## config.mk

```make
export PLATFORM = sky130hd
export DESIGN_NAME = layered_logical_watchdog_unit
export DESIGN_NICKNAME = d
export VERILOG_FILES = /design/src/rtl/core/lwd_pkg.sv /design/src/rtl/core/lwd_cell.sv /design/src/rtl/core/lwd_out_buf.sv /design/src/rtl/core/layered_logical_watchdog_unit.sv
export SDC_FILE = /design/constraint.sdc
export NUM_CORES = 1
export LEC_CHECK = 0
export ABC_AREA = 1
export ABC_CLOCK_PERIOD_IN_PS = 7500
export BUFFER_PORTS_ARGS = -buffer_cell sky130_fd_sc_hd__buf_2
export CORE_MARGIN = 5
export CORE_UTILIZATION = 32
export DETAILED_ROUTE_END_ITERATION = 8
export GPL_TIMING_DRIVEN = 0
export HOLD_SLACK_MARGIN = 0.08
export PLACE_DENSITY_LB_ADDON = 0.08
export SYNTH_ARGS = -nofsm -noshare
export SYNTH_HDL_FRONTEND = slang
export SYNTH_SLANG_ARGS = --single-unit
```

## constraint.sdc

```tcl
create_clock -name clk -period 7.5 [get_ports clk]
set_clock_uncertainty 0.2 [all_clocks]
set_input_delay 1.125 -clock clk [delete_from_list [all_inputs] [get_ports clk]]
set_output_delay 1.125 -clock clk [all_outputs]
set_load 0.02 [all_outputs]
```

## src/rtl/core/lwd_pkg.sv

```systemverilog
// Shared types and constants for the layered logical watchdog.
`timescale 1ns / 1ps
package lwd_pkg;

	localparam int LAYERS    = 3;
	localparam int LAYER_W   = 3;
	localparam int MS_W      = 13;
	localparam int LIMIT_W   = 23;
	localparam int TIME_W    = 32;
	localparam int FAULT_W   = 2;

	localparam logic [MS_W-1:0]    DEFAULT_MS = MS_W'(200);
	localparam logic [9:0]         US_PER_MS  = 10'd1000;
	localparam logic [LAYER_W-1:0] LAYER_CNT  = LAYER_W'(LAYERS);
	localparam logic [FAULT_W-1:0] NO_FAULT   = 2'd3;

	typedef enum logic [1:0] {
		REQ_START = 2'd0,
		REQ_FEED  = 2'd1,
		REQ_TICK  = 2'd2,
		REQ_NOP   = 2'd3
	} req_t;

	// Broadcast to every cell in the row.
	typedef struct packed {
		logic               wr_all;
		logic               wr_one;
		logic [LAYER_W-1:0] layer;
		logic [TIME_W-1:0]  now_us;
		logic [LIMIT_W-1:0] limit;
	} lwd_cmd_t;

	// Handed from cell to cell: first expired layer found so far.
	typedef struct packed {
		logic               hit;
		logic [FAULT_W-1:0] idx;
	} lwd_chain_t;

	typedef struct packed {
		logic               hw_kick;
		logic               reset_request;
		logic [FAULT_W-1:0] fault_layer;
		logic               bad_feed;
		logic               armed;
	} lwd_res_t;

endpackage

```

## src/rtl/core/lwd_cell.sv

```systemverilog
// One layer cell: holds the layer's stamp and checks its age against the limit.
`timescale 1ns / 1ps
module lwd_cell import lwd_pkg::*; (
	input  logic               clk,
	input  logic [LAYER_W-1:0] cell_idx,
	input  lwd_cmd_t           cmd,
	input  lwd_chain_t         chain_in,
	output lwd_chain_t         chain_out
);

	logic [TIME_W-1:0] stamp_q;
	logic [TIME_W-1:0] age;
	logic              expired;
	logic              wr_en;

	assign wr_en   = cmd.wr_all | (cmd.wr_one && (cmd.layer == cell_idx));
	assign age     = cmd.now_us - stamp_q;
	assign expired = age > {{(TIME_W-LIMIT_W){1'b0}}, cmd.limit};

	always_ff @(posedge clk) begin
		if (wr_en) begin
			stamp_q <= cmd.now_us;
		end
	end

	// Keep the lower layer's hit; otherwise offer this one.
	always_comb begin
		if (chain_in.hit) begin
			chain_out = chain_in;
		end else begin
			chain_out.hit = expired;
			chain_out.idx = cell_idx[FAULT_W-1:0];
		end
	end

endmodule

```

## src/rtl/core/lwd_out_buf.sv

```systemverilog
// Two-entry skid buffer on the result side.
`timescale 1ns / 1ps
module lwd_out_buf import lwd_pkg::*; (
	input  logic     clk,
	input  logic     arst_n,
	input  logic     push,
	input  lwd_res_t push_data,
	output logic     push_ready,
	output logic     out_valid,
	input  logic     out_ready,
	output lwd_res_t out_data
);

	logic     main_v_q;
	logic     skid_v_q;
	lwd_res_t main_q;
	lwd_res_t skid_q;
	logic     pop;
	logic     load_main;

	assign pop        = main_v_q & out_ready;
	assign load_main  = !main_v_q || pop;
	assign push_ready = !skid_v_q;
	assign out_valid  = main_v_q;
	assign out_data   = main_q;

	always_ff @(posedge clk or negedge arst_n) begin
		if (!arst_n) begin
			main_v_q <= 1'b0;
			skid_v_q <= 1'b0;
		end else begin
			if (load_main) begin
				main_v_q <= skid_v_q | push;
				skid_v_q <= skid_v_q & push;
			end else if (push) begin
				skid_v_q <= 1'b1;
			end
		end
	end

	// Drain the skid word first so order is kept.
	always_ff @(posedge clk) begin
		if (load_main) begin
			if (skid_v_q) begin
				main_q <= skid_q;
				if (push) begin
					skid_q <= push_data;
				end
			end else begin
				main_q <= push_data;
			end
		end else if (push) begin
			skid_q <= push_data;
		end
	end

endmodule

```

## src/rtl/core/layered_logical_watchdog_unit.sv

```systemverilog
// Top level of the layered logical watchdog: control, layer cell row and result buffer.
//
//  channel  handshake              word
//  cfg      cfg_valid / cfg_ready  tmo_ms
//  in       in_valid / in_ready    req_type, layer, now_us, suspended
//  out      out_valid / out_ready  hw_kick, reset_request, fault_layer, bad_feed, armed
//
// One word is accepted per cycle unless in_ready is low; its result is registered.
// All layer cells compare in parallel in the accept cycle, so state is ready for the next word.
// The timeout in microseconds is multiplied out when tmo_ms is written.
// Reset disarms, clears the fault layer to none and sets a 200 ms timeout.
// A stalled output fills a two-word skid buffer before in_ready drops.
`timescale 1ns / 1ps
module layered_logical_watchdog_unit import lwd_pkg::*; (
	input  logic               clk,
	input  logic               arst_n,
	input  logic               cfg_valid,
	output logic               cfg_ready,
	input  logic [MS_W-1:0]    tmo_ms,
	input  logic               in_valid,
	output logic               in_ready,
	input  logic [1:0]         req_type,
	input  logic [LAYER_W-1:0] layer,
	input  logic [TIME_W-1:0]  now_us,
	input  logic               suspended,
	output logic               out_valid,
	input  logic               out_ready,
	output logic               hw_kick,
	output logic               reset_request,
	output logic [FAULT_W-1:0] fault_layer,
	output logic               bad_feed,
	output logic               armed
);

	logic               armed_q;
	logic [FAULT_W-1:0] fault_q;
	logic [LIMIT_W-1:0] limit_q;
	logic [MS_W-1:0]    eff_ms;
	logic               accept;
	req_t               req;
	logic               is_start;
	logic               is_feed;
	logic               is_tick;
	logic               timeout;
	lwd_cmd_t           cmd;
	lwd_chain_t         chain [LAYERS+1];
	lwd_res_t           res;
	lwd_res_t           out_data;

	assign cfg_ready = 1'b1;
	assign eff_ms    = (tmo_ms == '0) ? DEFAULT_MS : tmo_ms;

	always_ff @(posedge clk or negedge arst_n) begin
		if (!arst_n) begin
			limit_q <= LIMIT_W'(DEFAULT_MS) * LIMIT_W'(US_PER_MS);
		end else if (cfg_valid) begin
			limit_q <= LIMIT_W'(eff_ms) * LIMIT_W'(US_PER_MS);
		end
	end

	assign accept   = in_valid & in_ready;
	assign req      = req_t'(req_type);
	assign is_start = (req == REQ_START);
	assign is_feed  = (req == REQ_FEED) && armed_q;
	assign is_tick  = (req == REQ_TICK) && armed_q;

	assign cmd.wr_all = accept && is_start;
	assign cmd.wr_one = accept && is_feed;
	assign cmd.layer  = layer;
	assign cmd.now_us = now_us;
	assign cmd.limit  = limit_q;

	assign chain[0] = '0;

	for (genvar i = 0; i < LAYERS; i++) begin : g_cell
		lwd_cell u_cell (
			.clk       (clk),
			.cell_idx  (LAYER_W'(i)),
			.cmd       (cmd),
			.chain_in  (chain[i]),
			.chain_out (chain[i+1])
		);
	end

	assign timeout = is_tick && !suspended && chain[LAYERS].hit;

	always_ff @(posedge clk or negedge arst_n) begin
		if (!arst_n) begin
			armed_q <= 1'b0;
			fault_q <= NO_FAULT;
		end else if (accept) begin
			if (is_start) begin
				armed_q <= 1'b1;
			end else if (timeout) begin
				armed_q <= 1'b0;
				fault_q <= chain[LAYERS].idx;
			end
		end
	end

	always_comb begin
		res.hw_kick       = is_tick && (suspended || !chain[LAYERS].hit);
		res.reset_request = timeout;
		res.fault_layer   = timeout ? chain[LAYERS].idx : fault_q;
		res.bad_feed      = is_feed && (layer >= LAYER_CNT);
		res.armed         = is_start || (armed_q && !timeout);
	end

	lwd_out_buf u_out_buf (
		.clk        (clk),
		.arst_n     (arst_n),
		.push       (accept),
		.push_data  (res),
		.push_ready (in_ready),
		.out_valid  (out_valid),
		.out_ready  (out_ready),
		.out_data   (out_data)
	);

	assign hw_kick       = out_data.hw_kick;
	assign reset_request = out_data.reset_request;
	assign fault_layer   = out_data.fault_layer;
	assign bad_feed      = out_data.bad_feed;
	assign armed         = out_data.armed;

endmodule

```

# [Yosys cells after proc, flatten, opt, wreduce, memory -nomap -nowiden]
# Index checks and enable logic that the tools add are counted.
[op_classes] n_addsub=3 mul=1 n_div=0 n_lt_le_gt_ge=4 n_eq_ne=5 shift=0 mux=12 bitwise=8 reduce_logical=27
[op_table] cell="> comparator 32 x 23 -> 1 bit" count=3
[op_table] cell="subtractor 32 bit" count=3
[op_table] cell="2-to-1 mux 6 bit" count=4
[op_table] cell="multiplier 13 x 7 -> 20 bit, second input constant" count=1
[op_table] cell="zero test 13 bit" count=1
[op_table] cell="2-to-1 mux 13 bit" count=1
[op_table] cell="logical AND 1 bit" count=12
[op_table] cell="2-to-1 mux 3 bit" count=2
[op_table] cell="zero test 1 bit" count=5
[op_table] cell="2-to-1 mux 1 bit" count=4
[op_table] cell="bitwise OR 1 bit" count=4
[op_table] cell="AND reduction 2 bit" count=2
[op_table] cell="nonzero test 2 bit" count=2
[op_table] cell="bitwise AND 1 bit" count=3
[op_table] cell="equality test 3 x 1 -> 1 bit, second input constant" count=1
[op_table] cell="equality test 3 x 2 -> 1 bit, second input constant" count=1
[op_table] cell=">= comparator 3 x 2 -> 1 bit, second input constant" count=1
[op_table] cell="zero test 3 bit" count=1
[op_table] cell="logical OR 1 bit" count=3
[op_table] cell="equality test 2 x 1 -> 1 bit, second input constant" count=1
[op_table] cell="equality test 2 bit, second input constant" count=1
[op_table] cell="zero test 2 bit" count=1
[op_table] cell="2-to-1 mux 2 bit" count=1
[op_table] cell="inequality test 2 x 1 -> 1 bit, second input constant" count=1
[op_table] cell="inverter 1 bit" count=1
[word_totals] register_bits=133 latch_bits=0 mem_bits_rw=0 rom_bits=0 memories=0

# [Depth between registers and ports, before layout]
[depth] depth_word=11 mapped_depth=34

# [Hierarchy]
# A second synthesis with hierarchy kept.
[hier_totals] hier_cells=2460 area_unflattened_um2=16404.5
[by_module_without_submodules] module="lwd_cell at g_cell[0].u_cell ..." instances=2 cells_each=638 area_each_um2=4083.9 seq_area_each_um2=960.9
[by_module_without_submodules] module="lwd_cell at g_cell[2].u_cell" instances=1 cells_each=642 area_each_um2=4098.9 seq_area_each_um2=960.9
[by_module_without_submodules] module="layered_logical_watchdog_unit" instances=1 cells_each=499 area_each_um2=3584.7 seq_area_each_um2=585.6
[by_module_without_submodules] module="lwd_out_buf" instances=1 cells_each=43 area_each_um2=553.0 seq_area_each_um2=410.4

# [Least setup slack after synthesis]
# No wires, ideal clock.
[synth_path] path_kind="input-to-reg" start="input tmo_ms[4]" end="register limit_q[22]" setup_ns=0.132 t_arrival_ns=5.938 path_slack_ns=1.230 stages=27 path_cell_list="inv_1 > ha_1 > nand2_1 > nor2_1 > nand4_1 > inv_1 > clkbuf_1 > or2_2 > fa_1 > inv_1 > fa_1 > fa_1 > fa_1 > inv_1 > ha_1 > nand2_1 > inv_1 > a21oi_1 > o21ai_1 > a21boi_0 > o21ai_1 > a21boi_0 > nor2_1 > o21ai_1 > nand3_1 > nand3_1 > o21ai_0"
[synth_via] elab_chain_len=3
[synth_lines] item="start: declaration" line="layered_logical_watchdog_unit.sv:19" rtl="input logic [MS_W-1:0] tmo_ms,"
[synth_lines] item="zero test 13 bit" line="layered_logical_watchdog_unit.sv:51" rtl="assign eff_ms = (tmo_ms == '0) ? DEFAULT_MS : tmo_ms;"
[synth_lines] item="2-to-1 mux 13 bit *" line="layered_logical_watchdog_unit.sv:51"
[synth_lines] item="multiplier 13 x 7 -> 20 bit *" line="layered_logical_watchdog_unit.sv:57" rtl="limit_q <= LIMIT_W'(eff_ms) * LIMIT_W'(US_PER_MS);"
[synth_lines] item="end signal: assignment" line="layered_logical_watchdog_unit.sv:55" rtl="limit_q <= LIMIT_W'(DEFAULT_MS) * LIMIT_W'(US_PER_MS);"
[synth_lines] item="end signal: assignment" line="layered_logical_watchdog_unit.sv:57"
[synth_lines] item="end: declaration" line="layered_logical_watchdog_unit.sv:37" rtl="logic [LIMIT_W-1:0] limit_q;"
# Every way passes the cells marked *; elsewhere a longest branch is shown, timed or not.
# A chain may end at the register's enable or synchronous reset.

# [Worst setup path after layout]
[layout_path] start="input tmo_ms[11]" end="register limit_q[22]"
[layout_via] elab_chain_len=3
[layout_lines] item="zero test 13 bit" line="layered_logical_watchdog_unit.sv:51"
[layout_lines] item="2-to-1 mux 13 bit" line="layered_logical_watchdog_unit.sv:51"
[layout_lines] item="net eff_ms[1]" line="layered_logical_watchdog_unit.sv:38" rtl="logic [MS_W-1:0] eff_ms;"
[layout_lines] item="multiplier 13 x 7 -> 20 bit" line="layered_logical_watchdog_unit.sv:57"
# The timed path passes the listed nets, and every way through them passes these cells.

==> metrics.md <==
| Metric | Value |
|---|---|
| Die height | `around 220 um` |
| Compound-Gate Fraction of Synth Area | `about a tenth` |
| # Post-CTS Setup Buffers | `0` |
| Vias in the first global route | `between 10000 and 15000` |
| Final worst path period need | `roughly 6600 ps` |
| Post-Syn Instances | `between 1500 and 2000` |
| DR DRC count | `0` |
| Post-synthesis mux area share | `0%` |
| Post-synth EDFFs | `approximately 110` |
| DP HPWL | `between 30000 and 40000 um` |
| Gr usage total | `roughly 17%` |
| Asr flop ratio synth | `between 10% and 20%` |
| Pwr Density | `roughly 220 nW/um2` |
| Avg Cell Area, Syn | `~7.3 um2` |
| DRT antenna net count | `0` |
| Net Sw Frac | `~41%` |
| Post-synth net total | `approximately 2300` |
| # Max-Cap Violations | `0` |
| Status | `completed` |
| First-pass GRT wire length | `slightly below 70000 um` |
| Starting Density | `between 30% and 40%` |
| Vias per cell | `4.78` |
| RSZ-0062 raised after global routing | `no` |
| Final Wtd Congestion | `0.898` |
| Slew headroom | `about two fifths` |
| Gr ovfl total | `0` |
| Sequential share of power | `approximately a quarter` |
| Initial DRC Count | `roughly 620` |
| Number of synthesized register bits | `~130` |
| Syn-to-layout area delta | `11.9%` |
| Final setup viols | `0` |
| Setup crit start kind | `primary input` |
| # diodes | `0` |
| Switching pwr | `about 1500 uW` |
| Die span in x | `approximately 220 um` |
| Hold crit path type | `flop to flop` |
| Share of layout cells above drive strength 1 | `between 7 and 8%` |
| # clock sinks | `133` |
| Top_reg_cell synth | `edfxtp_1` |
| CTS clk-pin slew, worst paths | `around 60 ps` |
| Root Driver | `clkbuf_16` |
| CTS buffer count | `17` |
| Xor/xnor cell area share of the yosys netlist | `under 10%` |
| Vias | `12800` |
| Drt wl/cell | `roughly 16 um` |
| Critical path data arrival time | `between 6000 and 7000 ps` |
| Max Freq | `approximately 0.15 GHz` |
| Reg2reg setup slack | `between 2000 and 3000 ps` |
| Post-synthesis adder-cell area fraction | `roughly 23%` |
| Maximum vdd drop | `~0.00019 V` |
| Final WL | `approximately 43000 um` |
| Fin. max-slew vios | `0` |
| Main combinational cell family by area after synthesis | `simple AND/OR/NAND/NOR gates` |
| CTS Hold Buffers Added | `0` |
| Synth Cell Area | `about 14000 um2` |
| Leakage | `0.00828 uW` |
| DR pass1 iterations | `6` |
| CTS tree | `built` |
| Area of the core | `between 40000 and 50000 um2` |
| Hold Fails Final Rpt | `0` |
| Synth Warn # | `0` |
| Final Cycle Share | `roughly 88%` |
| Fin util | `~36%` |
| Final #Nets | `~2400` |
| Htree depth | `4` |
| Num rows | `78` |
| Die Area | `about 50000 um2` |
| Worst skew pair latency | `roughly 480 ps` |
| Setup crit end kind | `flop` |
| Maximum clock path buffer count | `2` |
| Comb pwr share | `between 40% and 50%` |
| IO Pins | `65` |
| Largest net degree at the start of global routing | `33` |
| PortBufs | `62` |
| Yosys cell types | `a little over 50` |
| Post_cts resized | `0` |
| Simple-Gate Fraction of Synth Area | `between 20% and 30%` |
| Worst Path Class, Setup | `primary input to flop` |
| Pint | `approximately 2100 uW` |
| Setup_tns | `0 ps` |
| Tightest Pin Transition | `between 800 and 900 ps` |
| Data required, critical path | `approximately 7600 ps` |
| Initial antenna violation count | `0` |
| Crit path max fanout | `10` |
| Post-synthesis sequential area ratio | `26.8%` |
| Clock power share | `25.5%` |
[sequential cells by signal, summed over array words and instances, names as in the netlist]
register,count
u_out_buf.out_data,6
g_cell.u_cell.stamp_q,96
armed_q,1
u_out_buf.skid_v_q,1
u_out_buf.skid_q,6
limit_q,20
fault_q,2
u_out_buf.out_valid,1
[stage by stage]
step | cells | power (uW) | cell area, um2 | hold WS [ps] | setup slack [ps]
2_1_floorplan | 1975 | 2200 | 14500 | 247 | 1230
3_3_place_gp | 2637 | 2680 | 15600 | 261 | 397
3_5_place_dp | 2638 | 2700 | 15600 | 265 | 383
4_1_cts | 2670 | 3640 | 16200 | 274 | 896
5_1_grt | 2670 | 3920 | 16200 | 278 | 454
6_report | 2670 | 3570 | 16200 | 272 | 931
[synthesized netlist by cell type (4+ instances only)]
| master | number | area share (%) |
|---|---|---|
| nor4_1 | 4 | 0.17 |
| dfstp_2 | 8 | 1.5 |
| nor2_1 | 156 | 4.0 |
| inv_1 | 385 | 10 |
| nand3b_1 | 8 | 0.41 |
| a21oi_1 | 137 | 4.7 |
| xor2_1 | 51 | 3.1 |
| ha_1 | 202 | 17 |
| a21boi_0 | 4 | 0.21 |
| o21ai_1 | 5 | 0.17 |
| fa_1 | 42 | 5.8 |
| o21ai_0 | 64 | 2.2 |
| nand2_1 | 526 | 14 |
| nand4_1 | 21 | 0.91 |
| dfrtp_1 | 17 | 2.9 |
| o21bai_1 | 9 | 0.47 |
| o21a_1 | 6 | 0.31 |
| a31oi_1 | 9 | 0.39 |
| nor3_1 | 16 | 0.55 |
| clkbuf_1 | 8 | 0.21 |
| a21o_1 | 9 | 0.47 |
| nand2_2 | 16 | 0.69 |
| xnor2_1 | 28 | 1.7 |
| edfxtp_1 | 108 | 22 |
| nand3_1 | 84 | 2.9 |
| or2_2 | 4 | 0.17 |
| nor2_2 | 14 | 0.60 |
| nand3_2 | 4 | 0.28 |
[power by group through the flow]
stage          clock (uW)  combinational [uW]  sequential, uW
3_5_place_dp            0                1770             931
4_1_cts               939                1780             916
6_report              912                1750             915
3_3_place_gp            0                1750             930
5_1_grt               973                2030             923
2_1_floorplan           0                1270             929
[final cells by class]
| type | count | area (um2) |
|---|---|---|
| Inverter | 386 | 1450 |
| Buffer | 9 | 37.5 |
| Clock buffer | 21 | 470 |
| Clock inverter | 11 | 150 |
| Tap cell | 600 | 751 |
| Fill cell | 4885 | 28900 |
| Sequential cell | 133 | 3880 |
| Multi-Input combinational cell | 1447 | 9150 |
| Timing Repair Buffer | 63 | 330 |
[per-layer routing]
layer	vias up	wire (um)	part of all wire [%]	track usage [%]
li1	6543	-	-	-
met1	5956	19700	46	22.1
met2	194	20600	48	30.4
met3	57	1440	3.4	3.25
met4	0	1070	2.5	5.43
met5	-	0	0	0
[cell families (layout without fill, tap and decap cells)]
| family | Yosys count | after routing |
|---|---|---|
| buffers and inverters | 395 | 490 |
| flip-flops | 133 | 133 |
| other | 1 | 1 |
| AND/OR/NAND/NOR | 864 | 864 |
| AO/OA/AOI/OAI | 259 | 259 |
| XOR/XNOR | 79 | 79 |
| adder cells (fa/ha/maj) | 244 | 244 |
[worst paths after layout]
kind,end,startpoint,cells after the start
setup / recovery,limit_q[22],tmo_ms[11],28
hold / removal,fault_q[1],fault_q[1],2
setup reg to reg,u_out_buf.out_data[3],g_cell[2].u_cell.stamp_q[0],25
hold reg to reg,fault_q[1],fault_q[1],2
max in group asynchronous,limit_q[7],arst_n,1
min in group asynchronous,limit_q[19],arst_n,1
[critical path: stages]
cell and delay, ps:
buf_2 130, inv_1 70, ha_1 150, nand2_1 80, nor2_1 130, nand4_1 100, inv_1 80, clkbuf_1 390
nor2_1 190, fa_1 570, inv_1 50, fa_1 490, fa_1 520, fa_1 510, inv_1 40, ha_1 350
nand2_1 90, inv_1 40, a21oi_1 220, o21ai_1 130, a21boi_0 300, o21ai_1 150, a21boi_0 270, nor2_1 70
o21ai_1 170, nand3_1 90, nand3_1 90, o21ai_0 90
[cells in the final DEF (no fill, tap or decap), types with 5 or more instances in the layout]
master / netlist / final
a21o_1: 9 / 9
a21oi_1: 137 / 137
a31oi_1: 9 / 9
buf_2: 0 / 62
clkbuf_1: 8 / 9
clkbuf_16: 0 / 17
dfrtp_1: 17 / 17
dfstp_2: 8 / 8
edfxtp_1: 108 / 108
fa_1: 42 / 42
ha_1: 202 / 202
inv_1: 385 / 385
nand2_1: 526 / 524
nand2_2: 16 / 18
nand3_1: 84 / 84
nand3b_1: 8 / 8
nand4_1: 21 / 21
nor2_1: 156 / 156
nor2_2: 14 / 14
nor3_1: 16 / 16
o21a_1: 6 / 6
o21ai_0: 64 / 63
o21ai_1: 5 / 5
o21bai_1: 9 / 9
xnor2_1: 28 / 28
xor2_1: 51 / 51
Power figures use the tool's default switching activity.
